[src/rtl/biq_pkg.sv]
// ----------------------------------------------------------------------------
// biq_pkg
// Shared types, widths and codes for the two-channel TDF-II biquad section.
// ----------------------------------------------------------------------------
package biq_pkg;

  localparam int CHANNELS    = 2;
  localparam int CH_BITS     = (CHANNELS > 1) ? $clog2(CHANNELS) : 1;
  localparam int SAMPLE_BITS = 24;
  localparam int COEF_BITS   = 32;
  localparam int DELAY_BITS  = 48;
  localparam int NUM_COEFS   = 5;
  localparam int COEF_SEL_BITS = $clog2(NUM_COEFS);

  // product of a coefficient and a sample, and its exact difference
  localparam int PROD_BITS  = COEF_BITS + SAMPLE_BITS;
  localparam int ACC_BITS   = PROD_BITS + 1;
  localparam int PROD_SHIFT = SAMPLE_BITS - 9;
  localparam int OUT_SHIFT  = 33 - SAMPLE_BITS;
  localparam int FF_BITS    = PROD_BITS - PROD_SHIFT;
  localparam int TAP_BITS   = ACC_BITS - PROD_SHIFT;
  localparam int SUM_BITS   = DELAY_BITS + 1;
  localparam int OUT_BITS   = SUM_BITS - OUT_SHIFT;

  localparam logic signed [SAMPLE_BITS-1:0] SAMPLE_MAX = {1'b0, {(SAMPLE_BITS-1){1'b1}}};
  localparam logic signed [SAMPLE_BITS-1:0] SAMPLE_MIN = {1'b1, {(SAMPLE_BITS-1){1'b0}}};
  localparam logic signed [DELAY_BITS-1:0]  DELAY_MAX  = {1'b0, {(DELAY_BITS-1){1'b1}}};
  localparam logic signed [DELAY_BITS-1:0]  DELAY_MIN  = {1'b1, {(DELAY_BITS-1){1'b0}}};

  localparam logic signed [PROD_BITS-1:0] PROD_RND = PROD_BITS'(1) <<< (PROD_SHIFT - 1);
  localparam logic signed [ACC_BITS-1:0]  ACC_RND  = ACC_BITS'(1) <<< (PROD_SHIFT - 1);
  localparam logic signed [SUM_BITS-1:0]  SUM_RND  = SUM_BITS'(1) <<< (OUT_SHIFT - 1);

  // coefficient register indexes
  localparam logic [COEF_SEL_BITS-1:0] COEF_B0 = COEF_SEL_BITS'(0);
  localparam logic [COEF_SEL_BITS-1:0] COEF_B1 = COEF_SEL_BITS'(1);
  localparam logic [COEF_SEL_BITS-1:0] COEF_B2 = COEF_SEL_BITS'(2);
  localparam logic [COEF_SEL_BITS-1:0] COEF_A1 = COEF_SEL_BITS'(3);
  localparam logic [COEF_SEL_BITS-1:0] COEF_A2 = COEF_SEL_BITS'(4);

  localparam logic [COEF_BITS-1:0] COEF_ONE = COEF_BITS'(32'd16777216);

  typedef logic [NUM_COEFS-1:0][COEF_BITS-1:0] coef_bank_t;

  typedef enum logic [3:0] {
    ST_IDLE,
    ST_MUL_B0,
    ST_ROUND_FF,
    ST_OUT_Y,
    ST_MUL_A1,
    ST_MUL_B2,
    ST_UPD_D1,
    ST_MUL_A2,
    ST_UPD_D2
  } biq_state_e;

  typedef struct packed {
    logic                     load_in;
    logic [COEF_SEL_BITS-1:0] coef_sel;
    logic                     mul_y;
    logic                     ff_en;
    logic                     y_en;
    logic                     acc_load;
    logic                     acc_sub;
    logic                     d1_we;
    logic                     d2_we;
    logic                     out_load;
  } biq_ctrl_t;

endpackage

[src/rtl/biq_ctrl.sv]
// ----------------------------------------------------------------------------
// biq_ctrl
// Sequencer that steps the shared multiplier through one biquad update.
// ----------------------------------------------------------------------------
module biq_ctrl
  import biq_pkg::*;
(
  input  logic      clk_i,
  input  logic      rst_ni,
  input  logic      in_valid_i,
  input  logic      out_free_i,
  output logic      in_stall_o,
  output biq_ctrl_t ctrl_o
);

  biq_state_e state_q, state_d;

  always_ff @(posedge clk_i or negedge rst_ni) begin
    if (!rst_ni) begin
      state_q <= ST_IDLE;
    end else begin
      state_q <= state_d;
    end
  end

  always_comb begin
    state_d = state_q;
    unique case (state_q)
      ST_IDLE:     if (in_valid_i) state_d = ST_MUL_B0;
      ST_MUL_B0:   state_d = ST_ROUND_FF;
      ST_ROUND_FF: state_d = ST_OUT_Y;
      ST_OUT_Y:    state_d = ST_MUL_A1;
      ST_MUL_A1:   state_d = ST_MUL_B2;
      ST_MUL_B2:   state_d = ST_UPD_D1;
      ST_UPD_D1:   state_d = ST_MUL_A2;
      ST_MUL_A2:   state_d = ST_UPD_D2;
      ST_UPD_D2:   if (out_free_i) state_d = ST_IDLE;
      default:     state_d = ST_IDLE;
    endcase
  end

  always_comb begin
    ctrl_o     = '0;
    in_stall_o = 1'b1;
    unique case (state_q)
      ST_IDLE: begin
        in_stall_o     = 1'b0;
        ctrl_o.load_in = in_valid_i;
      end
      ST_MUL_B0: begin
        ctrl_o.coef_sel = COEF_B0;
      end
      ST_ROUND_FF: begin
        ctrl_o.coef_sel = COEF_B1;
        ctrl_o.ff_en    = 1'b1;
      end
      ST_OUT_Y: begin
        ctrl_o.coef_sel = COEF_B1;
        ctrl_o.y_en     = 1'b1;
        ctrl_o.acc_load = 1'b1;
      end
      ST_MUL_A1: begin
        ctrl_o.coef_sel = COEF_A1;
        ctrl_o.mul_y    = 1'b1;
      end
      ST_MUL_B2: begin
        ctrl_o.coef_sel = COEF_B2;
        ctrl_o.acc_sub  = 1'b1;
      end
      ST_UPD_D1: begin
        ctrl_o.coef_sel = COEF_A2;
        ctrl_o.mul_y    = 1'b1;
        ctrl_o.d1_we    = 1'b1;
        ctrl_o.acc_load = 1'b1;
      end
      ST_MUL_A2: begin
        ctrl_o.coef_sel = COEF_A2;
        ctrl_o.acc_sub  = 1'b1;
      end
      ST_UPD_D2: begin
        ctrl_o.d2_we    = out_free_i;
        ctrl_o.out_load = out_free_i;
      end
      default: begin
        in_stall_o = 1'b1;
      end
    endcase
  end

endmodule

[src/rtl/biq_datapath.sv]
// ----------------------------------------------------------------------------
// biq_datapath
// Shared multiplier, accumulator and per-channel delay state of the biquad.
// ----------------------------------------------------------------------------
module biq_datapath
  import biq_pkg::*;
(
  input  logic                          clk_i,
  input  logic                          rst_ni,
  input  biq_ctrl_t                     ctrl_i,
  input  coef_bank_t                    coef_i,
  input  logic signed [SAMPLE_BITS-1:0] sample_i,
  input  logic                          channel_i,
  output logic signed [SAMPLE_BITS-1:0] y_o,
  output logic                          sat_o,
  output logic                          channel_o
);

  logic signed [SAMPLE_BITS-1:0] x_q, y_q, y_d, opnd;
  logic                          ch_q, sat_q, sat_d;
  logic signed [COEF_BITS-1:0]   coef;
  logic signed [PROD_BITS-1:0]   prod_d, prod_q, ff_sum;
  logic signed [FF_BITS-1:0]     ff_q;
  logic signed [ACC_BITS-1:0]    acc_q, acc_d;
  logic signed [TAP_BITS-1:0]    tap;
  logic signed [SUM_BITS-1:0]    y_sum, d1_sum;
  logic signed [OUT_BITS-1:0]    y_wide;
  logic signed [DELAY_BITS-1:0]  d1_q [CHANNELS];
  logic signed [DELAY_BITS-1:0]  d2_q [CHANNELS];
  logic signed [DELAY_BITS-1:0]  d1_new;
  logic [CH_BITS-1:0]            slot;
  logic                          y_hi, y_lo;

  assign slot = CH_BITS'(ch_q);

  // shared multiplier
  assign coef   = $signed(coef_i[ctrl_i.coef_sel]);
  assign opnd   = ctrl_i.mul_y ? y_q : x_q;
  assign prod_d = coef * opnd;

  // feedforward term rounded to the delay grid
  assign ff_sum = prod_q + PROD_RND;

  // output: add delay one, round to sample grid, clip
  assign y_sum  = SUM_BITS'(ff_q) + SUM_BITS'(d1_q[slot]) + SUM_RND;
  assign y_wide = y_sum[SUM_BITS-1:OUT_SHIFT];
  assign y_hi   = !y_wide[OUT_BITS-1] && (|y_wide[OUT_BITS-2:SAMPLE_BITS-1]);
  assign y_lo   = y_wide[OUT_BITS-1] && !(&y_wide[OUT_BITS-2:SAMPLE_BITS-1]);

  always_comb begin
    sat_d = y_hi || y_lo;
    priority if (y_hi) begin
      y_d = SAMPLE_MAX;
    end else if (y_lo) begin
      y_d = SAMPLE_MIN;
    end else begin
      y_d = y_wide[SAMPLE_BITS-1:0];
    end
  end

  // accumulator holds the rounding offset plus the exact difference
  always_comb begin
    acc_d = acc_q;
    if (ctrl_i.acc_load) begin
      acc_d = ACC_BITS'(prod_q) + ACC_RND;
    end else if (ctrl_i.acc_sub) begin
      acc_d = acc_q - ACC_BITS'(prod_q);
    end
  end

  assign tap    = acc_q[ACC_BITS-1:PROD_SHIFT];
  assign d1_sum = SUM_BITS'(tap) + SUM_BITS'(d2_q[slot]);

  always_comb begin
    if (d1_sum[SUM_BITS-1] != d1_sum[SUM_BITS-2]) begin
      d1_new = d1_sum[SUM_BITS-1] ? DELAY_MIN : DELAY_MAX;
    end else begin
      d1_new = d1_sum[DELAY_BITS-1:0];
    end
  end

  always_ff @(posedge clk_i) begin
    prod_q <= prod_d;
    acc_q  <= acc_d;
    if (ctrl_i.load_in) begin
      x_q  <= sample_i;
      ch_q <= channel_i;
    end
    if (ctrl_i.ff_en) begin
      ff_q <= ff_sum[PROD_BITS-1:PROD_SHIFT];
    end
    if (ctrl_i.y_en) begin
      y_q   <= y_d;
      sat_q <= sat_d;
    end
  end

  always_ff @(posedge clk_i or negedge rst_ni) begin
    if (!rst_ni) begin
      for (int i = 0; i < CHANNELS; i++) begin
        d1_q[i] <= '0;
        d2_q[i] <= '0;
      end
    end else begin
      if (ctrl_i.d1_we) begin
        d1_q[slot] <= d1_new;
      end
      if (ctrl_i.d2_we) begin
        d2_q[slot] <= DELAY_BITS'(tap);
      end
    end
  end

  assign y_o       = y_q;
  assign sat_o     = sat_q;
  assign channel_o = ch_q;

endmodule

[src/rtl/biquad_tdf2_two_channel.sv]
// ----------------------------------------------------------------------------
// biquad_tdf2_two_channel
// Two-channel second-order IIR section, transposed direct form II, built
// around one shared 32x24 multiplier.
// ----------------------------------------------------------------------------
//  Channel  | Handshake            | Payload
//  ---------+----------------------+--------------------------------------
//  input    | in_valid_i/in_stall_o| sample_in_i[23:0], channel_i
//  output   | out_valid_o/         | sample_out_o[23:0], channel_out_o,
//           |   out_stall_i        |   saturated_o
//  config   | cfg_valid_i/         | cfg_index_i[2:0], cfg_data_i[31:0]
//           |   cfg_ready_o        |
//
//  One transaction is the accept cycle plus eight steps of the
//  sequencer, which pass the five products b0*x, b1*x, a1*y, b2*x and a2*y
//  through the shared multiplier.
//  The result is registered in the last step of the sequencer; if the
//  previous result is still stalled, the last step holds until it drains.
//  Reset clears the delay state of both channels and loads b0 = 1.0, others 0.
//  Coefficient writes are always taken; a write beyond the last index is dropped.
// ----------------------------------------------------------------------------
module biquad_tdf2_two_channel
  import biq_pkg::*;
(
  input  logic                          clk_i,
  input  logic                          rst_ni,
  // input samples
  input  logic                          in_valid_i,
  output logic                          in_stall_o,
  input  logic signed [SAMPLE_BITS-1:0] sample_in_i,
  input  logic                          channel_i,
  // filtered samples
  output logic                          out_valid_o,
  input  logic                          out_stall_i,
  output logic signed [SAMPLE_BITS-1:0] sample_out_o,
  output logic                          channel_out_o,
  output logic                          saturated_o,
  // coefficient writes
  input  logic                          cfg_valid_i,
  output logic                          cfg_ready_o,
  input  logic [COEF_SEL_BITS-1:0]      cfg_index_i,
  input  logic [COEF_BITS-1:0]          cfg_data_i
);

  biq_ctrl_t                     ctrl;
  coef_bank_t                    coef_q;
  logic                          out_free;
  logic                          out_valid_q, out_valid_d;
  logic signed [SAMPLE_BITS-1:0] out_sample_q, dp_y;
  logic                          out_ch_q, out_sat_q, dp_sat, dp_ch;

  // Coefficient bank: writes land immediately, ignore indexes past the list.
  assign cfg_ready_o = 1'b1;

  always_ff @(posedge clk_i or negedge rst_ni) begin
    if (!rst_ni) begin
      // b0 sits in the lowest slot of the bank
      coef_q <= coef_bank_t'(COEF_ONE);
    end else if (cfg_valid_i && (cfg_index_i < COEF_SEL_BITS'(NUM_COEFS))) begin
      coef_q[cfg_index_i] <= cfg_data_i;
    end
  end

  // The output register is free when empty or being drained this cycle.
  assign out_free = !out_valid_q || !out_stall_i;

  biq_ctrl u_ctrl (
    .clk_i      (clk_i),
    .rst_ni     (rst_ni),
    .in_valid_i (in_valid_i),
    .out_free_i (out_free),
    .in_stall_o (in_stall_o),
    .ctrl_o     (ctrl)
  );

  biq_datapath u_datapath (
    .clk_i     (clk_i),
    .rst_ni    (rst_ni),
    .ctrl_i    (ctrl),
    .coef_i    (coef_q),
    .sample_i  (sample_in_i),
    .channel_i (channel_i),
    .y_o       (dp_y),
    .sat_o     (dp_sat),
    .channel_o (dp_ch)
  );

  // Output stage: hold the result while stalled, drop valid once taken.
  always_comb begin
    out_valid_d = out_valid_q;
    priority if (ctrl.out_load) begin
      out_valid_d = 1'b1;
    end else if (!out_stall_i) begin
      out_valid_d = 1'b0;
    end
  end

  always_ff @(posedge clk_i or negedge rst_ni) begin
    if (!rst_ni) begin
      out_valid_q <= 1'b0;
    end else begin
      out_valid_q <= out_valid_d;
    end
  end

  always_ff @(posedge clk_i) begin
    if (ctrl.out_load) begin
      out_sample_q <= dp_y;
      out_ch_q     <= dp_ch;
      out_sat_q    <= dp_sat;
    end
  end

  assign out_valid_o   = out_valid_q;
  assign sample_out_o  = out_sample_q;
  assign channel_out_o = out_ch_q;
  assign saturated_o   = out_sat_q;

  // Busy right after a transaction is taken.
  assert property (@(posedge clk_i) disable iff (!rst_ni)
    (in_valid_i && !in_stall_o) |=> in_stall_o)
    else $error("input taken while a transaction is in flight");

  // A stalled result stays on the output unchanged.
  assert property (@(posedge clk_i) disable iff (!rst_ni)
    (out_valid_o && out_stall_i) |=> (out_valid_o && $stable(sample_out_o) &&
                                      $stable(channel_out_o) && $stable(saturated_o)))
    else $error("stalled result changed or dropped");

  // A clipped result sits at one of the sample rails.
  assert property (@(posedge clk_i) disable iff (!rst_ni)
    (out_valid_o && saturated_o) |-> ((sample_out_o == SAMPLE_MAX) ||
                                      (sample_out_o == SAMPLE_MIN)))
    else $error("saturation flag set on an unclipped sample");

endmodule
[config.mk]
export PLATFORM = sky130hd
export DESIGN_NAME = biquad_tdf2_two_channel
export DESIGN_NICKNAME = d
export VERILOG_FILES = /design/src/rtl/biq_pkg.sv /design/src/rtl/biq_ctrl.sv /design/src/rtl/biq_datapath.sv /design/src/rtl/biquad_tdf2_two_channel.sv
export SDC_FILE = /design/constraint.sdc
export NUM_CORES = 2
export LEC_CHECK = 0
export BUFFER_PORTS_ARGS = -buffer_cell sky130_fd_sc_hd__buf_2
export CAP_MARGIN = 20
export CORE_ASPECT_RATIO = 2
export CORE_UTILIZATION = 37
export DETAILED_ROUTE_END_ITERATION = 10
export SLEW_MARGIN = 20
export SYNTH_ARGS = -nofsm -noshare
export SYNTH_HDL_FRONTEND = slang
export SYNTH_SLANG_ARGS = --single-unit
[constraint.sdc]
create_clock -name clk_i -period 28.5 [get_ports clk_i]
set_input_delay 5.7 -clock clk_i [delete_from_list [all_inputs] [get_ports clk_i]]
set_output_delay 5.7 -clock clk_i [all_outputs]
set_load 0.005 [all_outputs]
# [Word level (Yosys, flattened, before mapping)]
# Cells that the tools add are included.
[totals] reg_bits=587 input_bits=65
[classes] add_sub_neg=6 multipliers=1 magnitude_cmp=6 n_eq_ne=12 mux=36 n_bitwise=1 reduce_logical=21
[op_table] op="48-bit two-way mux" n=9
[op_table] op="96-bit bitwise mux" n=2
[op_table] op="160-bit bitwise mux" n=1
[op_table] op="57-bit two-way mux" n=2
[op_table] op="32-bit binary-select mux with 3-bit select" n=1
[op_table] op="32-bit demux with 3-bit select" n=1
[op_table] op="32-bit two-way mux" n=2
[op_table] op="56-bit by 16-bit adder with 57-bit output (second input constant)" n=1
[op_table] op="57-bit by 56-bit subtractor with 57-bit output" n=1
[op_table] op="56-bit by 16-bit adder with 56-bit output (second input constant)" n=1
[op_table] op="32-bit by 24-bit multiplier with 56-bit output" n=1
[op_table] op="41-bit by 48-bit adder with 49-bit output" n=1
[op_table] op="42-bit by 48-bit adder with 49-bit output" n=1
[op_table] op="49-bit by 10-bit adder with 49-bit output (second input constant)" n=1
[op_table] op="48-bit demux with 1-bit select" n=1
[op_table] op="24-bit two-way mux" n=2
[op_table] op="4-bit one-hot mux with 9 select lines" n=1
[op_table] op="4-bit by 3-bit equality test with 1-bit output (second input constant)" n=4
[op_table] op="16-bit AND reduction" n=1
[op_table] op="16-bit OR reduction" n=1
[op_table] op="3-bit one-hot mux with 4 select lines" n=1
[op_table] op="1-bit two-way mux" n=10
[op_table] op="2-bit OR reduction" n=5
[op_table] op="4-bit by 2-bit equality test with 1-bit output (second input constant)" n=2
[op_table] op="19 further kinds" n=30

# [Logic depth before layout (Yosys ltp)]
[logic_depth] depth_word=10 depth_mapped=37 mapped_depth_nobuf=33

# [Modules after synthesis]
# Synthesis repeated with hierarchy kept, for this count alone.
[hier_totals] hier_cells=5918 area_unflattened_um2=58640.0
[modules_own_cells] module="biq_datapath" n_inst=1 cells_each=5503 area_each_um2=51330.5
[modules_own_cells] module="biquad_tdf2_two_channel" n_inst=1 cells_each=374 area_each_um2=6994.2
[modules_own_cells] module="biq_ctrl" n_inst=1 cells_each=41 area_each_um2=315.3

# [Least setup slack after synthesis]
# No wires, ideal clock.
[synth_path] path_type="register to register" from="register u_ctrl.state_q[0]" to="register u_datapath.prod_q[54]" setup_ns=0.072 arrival_time_ns=8.904 required_time_ns=28.428 path_slack_ns=19.524 stages_incl_launch_ff=34 synth_period_minus_slack_ns=8.976 cell_sequence="dfrtp_1 > clkbuf_1 > nand2b_1 > mux2_2 > nor2_1 > clkbuf_1 > mux2i_1 > o221a_2 > clkbuf_1 > nor2_1 > fa_1 > inv_1 > fa_1 > fa_1 > fa_1 > inv_1 > fa_1 > fa_1 > inv_1 > fa_1 > inv_1 > ha_1 > a21o_1 > a21oi_1 > o32ai_1 > a2111oi_0 > a21oi_1 > o21ai_0 > a21oi_1 > a211o_1 > a311oi_1 > o21bai_1 > a21oi_1 > xnor2_1"
[synth_between] elab_chain_len=6 word_cells_on_any_way=15
[synth_rtl] item="from (decl)" line="biq_ctrl.sv:16" rtl="biq_state_e state_q, state_d;"
[synth_rtl] item="from (signal assigned)" line="biq_ctrl.sv:22" rtl="state_q <= state_d;"
[synth_rtl] item="4-bit by 3-bit equality test with 1-bit output or 4-bit by 2-bit equality test with 1-bit output (tied branches)" line="biq_ctrl.sv:45" rtl="unique case (state_q)"
[synth_rtl] item="2-bit OR reduction (no source line)"
[synth_rtl] item="3-bit one-hot mux with 4 select lines" line="biq_ctrl.sv:45"
[synth_rtl] item="32-bit binary-select mux with 3-bit select" line="biq_datapath.sv:37" rtl="assign coef = $signed(coef_i[ctrl_i.coef_sel]);"
[synth_rtl] item="32-bit two-way mux (implied by the code)" line="biq_datapath.sv:37"
[synth_rtl] item="32-bit by 24-bit multiplier with 56-bit output (*)" line="biq_datapath.sv:39" rtl="assign prod_d = coef * opnd;"
[synth_rtl] item="via u_datapath.prod_d[54]" line="biq_datapath.sv:22" rtl="logic signed [PROD_BITS-1:0] prod_d, prod_q, ff_sum;"
[synth_rtl] item="to (signal assigned)" line="biq_datapath.sv:83" rtl="prod_q <= prod_d;"
[synth_rtl] item="to (decl)" line="biq_datapath.sv:22"
# The timed path passes the listed nets; every way through them passes the cells marked *. The select of a mux whose other input is x is not followed.
# A chain may end at the register's enable or synchronous reset.

# [Final worst setup path]
# Same ends and word-level chain as after synthesis.

==> impl_results.md <==
* Run status: finished, final reports clean
* Clk_lat worst skew at 740 ps
* Worst setup margin at 17870 ps
* Sum of buffers and inverters on the critical path at 6
* Worst-margin pin slew at 1060 ps
* CP Data Arrival Time at 11280 ps
* GR Layer Usage met3 at 0.0333
* Slew Viols, Final at 0
* CP max-delay cell: o221ai_1
* H-tree depth at 2
* Ys flop type: dfrtp_1
* #FFs+latches synth at 575
* Reg2Reg Depth at 32
* Final ANT Viol Nets at 0
* Top delay family on crit path: adder cells
* Post-synthesis mux area share at 0.0838
* Post-Synth Adder-Cell Area at 0.342
* Post-CTS sizing at 0
* Layout Cells excl Fill at 8047
* FF-to-FF Start: u_ctrl.state_q[0]
* Main combinational cell family by area after synthesis: adder cells
* Fillers at 15600
* Fmax at 94.1 MHz
* Largest net degree at the start of global routing at 100
* Register area share after synthesis at 0.256
* Critical Path RT at 29150 ps
* CP Depth at 32
* Clock Sinks at 575
* RSZ-0062 raised after global routing: no
* Setup TNS at 0 ps
* Pre-CTS setup slack at 18050 ps
* Mean Syn Cell Area at 9.84 µm²
* Synth unique cells at 89
* # hold bufs at CTS at 0
* Terminus of the critical flop-to-flop path: u_datapath.prod_q[54]
* XOR/XNOR Fraction of Synth Area at 0.0331
* Routed via count at 43500
* Final Util at 0.405
* Most frequent cell on the critical path: fa_1
* Die H at 564 µm
* RD Place Congestion at 1.01
* TritonCTS clock tree: yes
* Vias in the first global route at 47300
* Final Hold Vio Count at 0
* Flop-to-flop setup slack at 17870 ps
* Layout cell share with drive strength beyond 1 at 0.129
* Worst setup SP type: flop
* Commonest cells post-synth: inv_1, fa_1, nand2_1
* Final wirelength at 198000 µm
* Final worst path period share at 0.373
* Post-synth EDFFs at 174
* GR Util met1 at 0.239
* Drt pass-1 iters at 6
* Routed WL per cell at 24.6 µm
* Max incr delay on CP at 870 ps
* Final global-route overflow total at 0
* Synth Area in Simple Gates at 0.115
* Worst setup EP type: flop
* Class of the worst hold path: flop to flop
* Skew final at 77.4 ps
* Root Driver: clkbuf_16
* Max_slew headroom at 0.295
* Initial core utilization at 0.372
* Final setup vio count at 0
* Nets at 7107
* Via density at 5.41
* Synth warn at 0
* Die width at 283 µm
* Area Overhead vs Synth at 8.93%
* Clk pin slew, worst setup/hold paths at 70 ps
* CTS Buffer Depth at 3
* Num CTS Buffers at 59
* Critical Path Start: u_ctrl.state_q[0]
* First-pass GRT wire length at 292000 µm
* WS Path Type: flop to flop
* Cell Area, Synth at 58500 µm²
* Minimum clock period at 10630 ps
* Yosys top cell area share at 0.269
* Syn Nets at 7133
* DRC errors left at 0
* Synthesized instance count at 5941
* Num rows at 206
* Number of max-cap violations at 0
* Dpl hpwl at 158000 µm
* Cell total after placement at 7933
* Count leader, synth: inv_1
* Maximum fanout along the worst path at 32
* Synth area leader: fa_1
* Initial antenna violation count at 15
* Full die area at 160000 µm²
* IO buf count at 92
* Asr flop ratio synth at 0.600
* Drt initial violations at 2588
* Core area at 157000 µm²
* GRT busiest layer: met2
* Tot GR Track Use at 0.248
* Hold path start: u_datapath.sat_o
* Met2 Usage GRT at 0.462
* Postcts setup bufs at 0
* Synth top area cells: fa_1, dfrtp_1, edfxtp_1
* Crit path to: u_datapath.prod_q[54]
* I/O pin total at 94
* Synth Area in Compound Gates at 0.0952
-- layout by cell type, fill, tap and decap left out, drive strengths merged, types with 91 or more instances in the layout --
cell    count
nor2      571
buf       188
xnor2     152
inv       882
a21o      118
o21ai     172
dfrtp     344
ha        342
mux2      354
edfxtp    174
nand2     696
a21oi     254
mux2i      91
fa        785
-- state kept, by name (all words and copies together) (netlist names) --
name,cells
u_datapath.d2_q,84
sample_out_o,24
coef_q,160
u_datapath.y_o,24
u_datapath.sat_o,1
u_datapath.x_q,24
saturated_o,1
u_datapath.acc_q,57
channel_out_o,1
u_datapath.ff_q,41
u_ctrl.state_q,4
out_valid_o,1
u_datapath.channel_o,1
u_datapath.prod_q,56
u_datapath.d1_q,96
-- through the flow --
step	hold WS, ps	cell area [µm²]
2_1_floorplan	400	58500
3_3_place_gp	419	61400
3_5_place_dp	418	61400
4_1_cts	427	63600
5_1_grt	439	63700
6_report	419	63700
-- layer usage --
metal,share of wire,up-vias
li1,-,19200
met1,0.32,22000
met2,0.52,1507
met3,0.050,745
met4,0.11,2
met5,0.000056,-
-- worst reg2reg max path, delay by kind of cell (launching register included) --
kind / cells / cell delay [ps]
simple gates: 5 / 1200
compound gates: 10 / 3610
fa+ha+maj: 8 / 3640
mux: 2 / 550
flops: 1 / 550
buf+inv: 6 / 890
xor+xnor: 1 / 130
-- cell type report --
| cell class | instances | area (µm²) | share of cell area |
|---|---|---|---|
| well taps | 2080 | 2600 | 0.0409 |
| repair buffers | 188 | 1210 | 0.0190 |
| multi-input cells | 4218 | 39400 | 0.618 |
| clock buffers | 71 | 1650 | 0.0258 |
| inverters | 873 | 3280 | 0.0515 |
| flip-flops and latches | 575 | 15000 | 0.235 |
| clock inverters | 40 | 584 | 0.00918 |
| diodes | 2 | 5.00 | 0.0000786 |
-- worst min-delay path by stage --
stage                              to  slack [ps]  cells past startpoint
after floorplan           saturated_o         400                      0
after global placement    saturated_o         420                      0
after detailed placement  saturated_o         420                      0
after CTS                 saturated_o         430                      0
after global routing      saturated_o         440                      0
final                     saturated_o         420                      0
-- cell families after synthesis --
logic type | count (synthesis)
adder cells (fa/ha/maj) | 1127
XOR/XNOR | 221
multiplexers | 445
other | 1
AND/OR/NAND/NOR | 1594
AO/OA/AOI/OAI | 830
buffers and inverters | 1148
flip-flops | 575
Power is left out: the tool's default activity adds up to more than one toggle a clock period on the data nets, which glitch-free logic cannot reach.
